`src/sv/grid_rank_coordinate_mapper_assert.svh`:
```
// ----------------------------------------------------------------------------
// grid rank coordinate mapper assertion macros
// concurrent check helpers used by the top-level rtl file
// ----------------------------------------------------------------------------
`ifndef GRID_RANK_COORDINATE_MAPPER_ASSERT_SVH
`define GRID_RANK_COORDINATE_MAPPER_ASSERT_SVH

// check sampled on the rising clock edge, masked while reset is high
`define GRCM_ASSERT(lbl, prop, msg) \
   lbl: assert property (@(posedge clock) disable iff (reset) prop) else $error(msg);

// check sampled on the rising clock edge, active during reset too
`define GRCM_ASSERT_ALWAYS(lbl, prop, msg) \
   lbl: assert property (@(posedge clock) prop) else $error(msg);

`endif

```
`src/sv/grcm_pkg.sv`:
```
// ----------------------------------------------------------------------------
// grcm_pkg
// shared types and constants of the grid rank coordinate mapper
// ----------------------------------------------------------------------------
package grcm_pkg;

   localparam int MAX_DIMS       = 4;
   localparam int RANK_WIDTH     = 16;
   localparam int DIVIDEND_W     = 2 * RANK_WIDTH;
   localparam int BITS_PER_STAGE = 2;
   localparam int DIV_STAGES     = DIVIDEND_W / BITS_PER_STAGE;

   typedef logic [RANK_WIDTH-1:0] word_type;
   typedef logic [RANK_WIDTH:0]   grid_type;
   typedef logic [DIVIDEND_W-1:0] dividend_type;

   // grid size saturates here, rank differences never reach it
   localparam grid_type GRID_SAT = grid_type'(1) << RANK_WIDTH;

   typedef enum logic {
      OP_DECODE = 1'b0,
      OP_ENCODE = 1'b1
   } op_type;

   typedef enum logic [2:0] {
      CSR_DIM_COUNT   = 3'd0,
      CSR_SIZE_DIM0   = 3'd1,
      CSR_SIZE_DIM1   = 3'd2,
      CSR_SIZE_DIM2   = 3'd3,
      CSR_SIZE_DIM3   = 3'd4,
      CSR_START_RANK  = 3'd5,
      CSR_TOTAL_RANKS = 3'd6
   } csr_index_type;

   // payload that rides along the divider chain
   typedef struct packed {
      op_type   op;
      logic     in_grid;
      logic     range_err;
      word_type rank_out;
      word_type coord3;
      word_type coord2;
   } side_type;

endpackage

```
`src/sv/grcm_div.sv`:
```
// ----------------------------------------------------------------------------
// grcm_div
// pipelined restoring divider, two quotient bits per stage, global stall
// ----------------------------------------------------------------------------
module grcm_div (
   input  logic                   clock,
   input  logic                   reset,
   input  logic                   en,
   input  logic                   in_valid,
   input  grcm_pkg::dividend_type dividend,
   input  grcm_pkg::word_type     divisor,
   input  grcm_pkg::side_type     in_side,
   output logic                   out_valid,
   output grcm_pkg::dividend_type quotient,
   output grcm_pkg::word_type     remainder,
   output grcm_pkg::side_type     out_side
);
   import grcm_pkg::*;

   typedef struct packed {
      word_type     rem;
      dividend_type quo;
   } div_state_type;

   function automatic div_state_type div_step(div_state_type st, word_type d);
      div_state_type     r;
      logic [RANK_WIDTH:0] t;
      r = st;
      for (int b = 0; b < BITS_PER_STAGE; b++) begin
         t = {r.rem, r.quo[DIVIDEND_W-1]};
         if (t >= {1'b0, d}) begin
            r.rem = word_type'(t - {1'b0, d});
            r.quo = {r.quo[DIVIDEND_W-2:0], 1'b1};
         end else begin
            r.rem = t[RANK_WIDTH-1:0];
            r.quo = {r.quo[DIVIDEND_W-2:0], 1'b0};
         end
      end
      return r;
   endfunction

   logic          val_ff  [DIV_STAGES];
   div_state_type st_ff   [DIV_STAGES];
   side_type      side_ff [DIV_STAGES];
   div_state_type st_in   [DIV_STAGES];

   for (genvar g = 0; g < DIV_STAGES; g++) begin : g_stage
      if (g == 0) begin : g_first
         always_comb begin
            st_in[g] = div_step('{rem: '0, quo: dividend}, divisor);
         end
         always_ff @(posedge clock) begin
            if (reset) begin
               val_ff[g] <= 1'b0;
            end else if (en) begin
               val_ff[g] <= in_valid;
            end
            if (en) begin
               st_ff[g]   <= st_in[g];
               side_ff[g] <= in_side;
            end
         end
      end else begin : g_rest
         always_comb begin
            st_in[g] = div_step(st_ff[g-1], divisor);
         end
         always_ff @(posedge clock) begin
            if (reset) begin
               val_ff[g] <= 1'b0;
            end else if (en) begin
               val_ff[g] <= val_ff[g-1];
            end
            if (en) begin
               st_ff[g]   <= st_in[g];
               side_ff[g] <= side_ff[g-1];
            end
         end
      end
   end

   assign out_valid = val_ff[DIV_STAGES-1];
   assign quotient  = st_ff[DIV_STAGES-1].quo;
   assign remainder = st_ff[DIV_STAGES-1].rem;
   assign out_side  = side_ff[DIV_STAGES-1];

endmodule
```
`config.mk`:
```
export PLATFORM = sky130hd
export DESIGN_NAME = grcm_div
export DESIGN_NICKNAME = d
export VERILOG_FILES = /design/src/sv/grid_rank_coordinate_mapper_assert.svh /design/src/sv/grcm_pkg.sv /design/src/sv/grcm_div.sv
export SDC_FILE = /design/constraint.sdc
export NUM_CORES = 2
export LEC_CHECK = 0
export ABC_AREA = 1
export BUFFER_PORTS_ARGS = -buffer_cell sky130_fd_sc_hd__buf_2
export CORE_ASPECT_RATIO = 0.9
export CORE_UTILIZATION = 40
export CTS_BUF_LIST = sky130_fd_sc_hd__clkbuf_16
export DETAILED_ROUTE_END_ITERATION = 16
export HOLD_SLACK_MARGIN = 0.15
export MAX_ROUTING_LAYER = met4
export PLACE_DENSITY = 0.62
export SLEW_MARGIN = 20
export SYNTH_ARGS = -nofsm -noshare
export SYNTH_HDL_FRONTEND = slang
export SYNTH_SLANG_ARGS = --single-unit
```
`constraint.sdc`:
```
create_clock -name clock -period 21.8 [get_ports clock]
set_input_delay 6.54 -clock clock [delete_from_list [all_inputs] [get_ports clock]]
set_output_delay 6.54 -clock clock [all_outputs]
set_load 0.005 [all_outputs]
```
=== Word level (Yosys, flattened, before mapping) ===
Memories as Yosys holds them, arrays and structs flattened.
Index checks and enable logic that the tools add are counted.

* Add/sub/neg operators: 32
* Magnitude comparators: 32
* Muxes and demuxes: 54
* Bitwise logic cells: 16

{| class="wikitable"
|+ Operators with widths
! cell !! number
|-
| $mux 48 || 32
|-
| $ge 17x16->1 || 31
|-
| $sub 16x16->16 || 31
|-
| $mux 1 || 22
|-
| $ge 1x16->1 || 1
|-
| $or 1x1->1 || 16
|-
| $sub 1x16->16 || 1
|}

* Register bits: 0
* RAM bits: 1600
* Bits of input ports: 103
* Output and inout port bits: 100
* Word-level logic and storage cells: 137
* Memories kept: 3

{| class="wikitable"
|+ Memories
! memory !! words !! bits a word !! rd ports !! clocked after memory_dff !! wr ports !! line !! text
|-
| side_ff || 16 || 51 || 16 || 0 || 16 || grcm_div.sv:44 || <nowiki>side_type side_ff [DIV_STAGES];</nowiki>
|-
| st_ff || 16 || 48 || 16 || 0 || 16 || grcm_div.sv:43 || <nowiki>div_state_type st_ff [DIV_STAGES];</nowiki>
|-
| val_ff || 16 || 1 || 16 || 0 || 16 || grcm_div.sv:42 || <nowiki>logic val_ff [DIV_STAGES];</nowiki>
|}

=== Logic depth before layout (Yosys ltp) ===
* Depth in word-level cells: 4
* Depth in mapped cells: 29
* Depth with buffers taken out: 26

=== Worst setup path after synthesis ===
Ideal clock, no wire load.

* Path type: input to register
* Start point: input divisor[1]
* End point: memory st_ff[1][229] (netlist name) (data pin)
* Library setup time: 253 ps
* Data arrival time: 11268 ps
* Required time: 21547 ps
* Slack: 10279 ps
* Cell stages on the path: 26
* Path buffers: 2
* Cells stage by stage: inv_1 ha_1 nand2_1 inv_1 nand2_1 nand2_2 nand2_1 nand2_1 nand2_1 nand2_1 nand2_1 nand2_1 buf_4 o21ai_0 ha_1 nand3_1 nand2_1 nand4_1 nand2_1 nand2_1 nand2_1 nand2_2 nand3_2 buf_4 nand2_1 nand2_1

{| class="wikitable"
|+ RTL lines
! element !! line !! text
|-
| start, declared || grcm_div.sv:11 || <nowiki>input grcm_pkg::word_type divisor,</nowiki>
|-
| end, declared || grcm_div.sv:43 ||
|}

==> key figures <==
Place
  – Dpl cell area: 85100 sq um
  – Placer Congestion: 0.918
  – Final HPWL DP: 129 mm
  – IO Port Bufs: 202
  – Setup WS pre-CTS: 9.47 ns

CTS
  – Hold-fix buffers, CTS: 0
  – Clock buffer depth: 3
  – Post-CTS Resized: 0
  – CTS tree: yes
  – Clock root buffer: clkbuf_16
  – CTS clk-pin slew, worst paths: 0.06 ns
  – Htree depth: 4
  – Clock latency on the worst-skew pair: 0.80 ns
  – Cts bufs inserted: 170
  – CTS Sinks: about 1.6k
  – Post-CTS setup buffers: 0

Worst setup path
  – CP Max Fanout: 21
  – Reg2reg start: st_ff[0][38]$_DFFE_PP_
  – Worst reg2reg path depth: 23
  – CP Capture Type: flip-flop
  – Arrival time worst endpoint: 12.11 ns
  – Reg2reg end: st_ff[0][87]$_DFFE_PP_
  – CP Class: input port to flip-flop
  – CP Launch Type: input port
  – R2R Setup Slk: 16.69 ns
  – Worst path slowest cell: inv_1
  – Cell mode on critical path: nand2_1
  – Crit-path max cell delay: 0.63 ns
  – CP Data Required Time: 22.35 ns

Synthesis
  – Yosys reg bits: around 1.6k
  – Post-Synth Adder-Cell Area: 8.40%
  – Syn nets: about 8.4k
  – Post-synthesis instance total: 7774
  – Post-synthesis cell area: 81600 sq um
  – Sequential share of the synthesized area: 58.9%
  – Xor/xnor share of the synthesized area: 3.08%
  – Post-synthesis cell type count: 54
  – Main combinational cell family by area after synthesis: simple AND/OR/NAND/NOR gates
  – Mux cell area share after synthesis: 0%
  – Compound-Gate Fraction of Synth Area: under 10%
  – Syn Area/Cell: between 10 and 15 sq um
  – Simple-gate area share of the yosys netlist: 19.9%
  – Ys Warns: 0

STA
  – Slew Limit Fails: 0
  – Fin. Hold Viols: 0
  – Tmin final: 11.56 ns
  – Final Cycle Share: between 50% and 60%
  – Relative slew slack: 26.4%
  – Clock Skew: 0.0355 ns
  – Setup ws final: 10.24 ns
  – Setup TNS: 0 ns
  – Worst-Margin Slew: about 1.1 ns
  – RSZ-0062 raised after global routing: no
  – Max Freq: 0.0865 GHz
  – Final setup violation count: 0

GRT
  – First-pass GRT wire length: 290 mm
  – Total gr overflow: 0
  – Largest net degree at the start of global routing: 184
  – GRT Total Usage: 18.3%
  – Vias in the first global route: around 52k
  – Initial antenna violation count: 2

Status
  – Failing checks: design-rule violations
  – Status: complete, but fails checks

Final layout
  – Syn-to-layout area delta: 11.0%
  – Commonest non-fill, non-tap cell in the layout: nand2_1
  – Most frequent cells in the layout: 2376 x nand2_1, 1600 x edfxtp_1, 658 x inv_1
  – NumNets Final: 8641
  – Design area: 90500 sq um
  – Layout cells sized above 1: 8.78%

Floorplanning
  – Die ar.: 206000 sq um
  – Die span in y: approximately 430 um
  – FP Rows: 156
  – Core area: roughly 200000 sq um
  – Io pins: slightly above 200
  – Initial Util: 40.4%
  – DIE WIDTH: between 400 and 500 um

Job
  – Max-Cap Viols: 0

Drt
  – Drt first pass iters: 14
  – Via-to-Cell Ratio: 5.03
  – Wire length per cell: 17.2 um
  – Routed via count: 54.5k
  – Residual DRC count: 8
  – Post-route ant nets: 0
  – DRT Wirelength: 186 mm
  – Iter 0 DRT Violations: 4255

Min path
  – Hold/Removal Path Class: flip-flop to flip-flop
  – Hold_sp: side_ff[1][211]$_DFFE_PP_
  – Hold path depth: 0
  – WHS Endpoint: side_ff[1][262]$_DFFE_PP_
-- per-stage QoR --
step / hold slack, ns / util, % / instances
finish: 0.398 / 44.9 / 10800
global route: 0.406 / 44.9 / 10800
CTS: 0.394 / 44.9 / 10800
detailed placement: 0.405 / 42.1 / 10500
global placement: 0.400 / 42.1 / 10500
floorplan: 0.400 / - / 7774
-- area by class of cell --
type,instances,area [sq um]
multi-input cells,5326,29700
fillers,18900,111000
clock buffers,170,4250
inverters,664,2500
well taps,2686,3360
clock inverters,137,1240
diodes,2,5.00
flip-flops and latches,1600,48000
repair buffers,247,1450
-- logic make-up (layout without fill, tap and decap cells) --
logic type               Yosys count  count (layout)
flip-flops                      1600            1600
AND/OR/NAND/NOR                 3763            3763
AO/OA/AOI/OAI                    747             747
XOR/XNOR                         287             287
other                              0               2
buffers and inverters            848            1218
adder cells (fa/ha/maj)          529             529
-- metal layers --
layer / routed length [um] / vias to the layer above / global-route usage (%)
met5: 0 / - / -
met4: 4640 / 0 / 5.04
met3: 8870 / 283 / 2.72
met2: 82100 / 1287 / 27.8
met1: 90200 / 25700 / 25.6
li1: - / 27200 / -
-- state kept, by name, indices dropped and copies added, names as in the netlist --
| name | count |
|---|---|
| st_ff | 768 |
| val_ff | 16 |
| side_ff | 816 |
-- worst max-delay path by stage --
stage,depth (start not counted),endpoint,startpoint
final,27,st_ff[0][87]$_DFFE_PP_,divisor[12]
after global routing,27,st_ff[0][89]$_DFFE_PP_,divisor[12]
after floorplan,26,st_ff[1][229]$_DFFE_PP_,divisor[1]
after detailed placement,27,st_ff[0][94]$_DFFE_PP_,divisor[12]
after global placement,26,st_ff[1][380]$_DFFE_PP_,divisor[1]
after CTS,27,st_ff[0][87]$_DFFE_PP_,divisor[12]
-- synth_stat cells (all sizes together) --
cell / count / area share [%]
a31oi: 31 / 0.25
nand3b: 56 / 0.52
and3: 3 / 0.023
o211ai: 1 / 0.0092
or2: 46 / 0.35
nor2: 432 / 2.3
clkbuf: 4 / 0.018
a21boi: 10 / 0.092
o2111ai: 1 / 0.011
buf: 180 / 1.6
edfxtp: 1600 / 59
ha: 498 / 7.6
inv: 660 / 3.0
nor3: 43 / 0.29
o21bai: 6 / 0.055
fa: 31 / 0.76
clkinv: 4 / 0.018
nand3: 631 / 4.0
a211oi: 13 / 0.12
nand4: 78 / 0.64
a21oi: 403 / 2.5
or3: 2 / 0.015
xnor2: 116 / 1.2
nand2: 2437 / 12
xor2: 171 / 1.8
a21o: 24 / 0.22
a31o: 10 / 0.11
o21ai: 228 / 1.4
nor3b: 3 / 0.028
nor4: 21 / 0.16
and2: 11 / 0.084
o21a: 20 / 0.18
-- worst max-delay path: cells and delay by family --
kind | cells | cell delay [ns]
fa+ha+maj | 2 | 0.72
compound gates | 4 | 0.68
simple gates | 15 | 2.29
buf+inv | 6 | 1.82
Power is left out: the tool's default activity adds up to more than one toggle a clock period on the data nets, which glitch-free logic cannot reach.
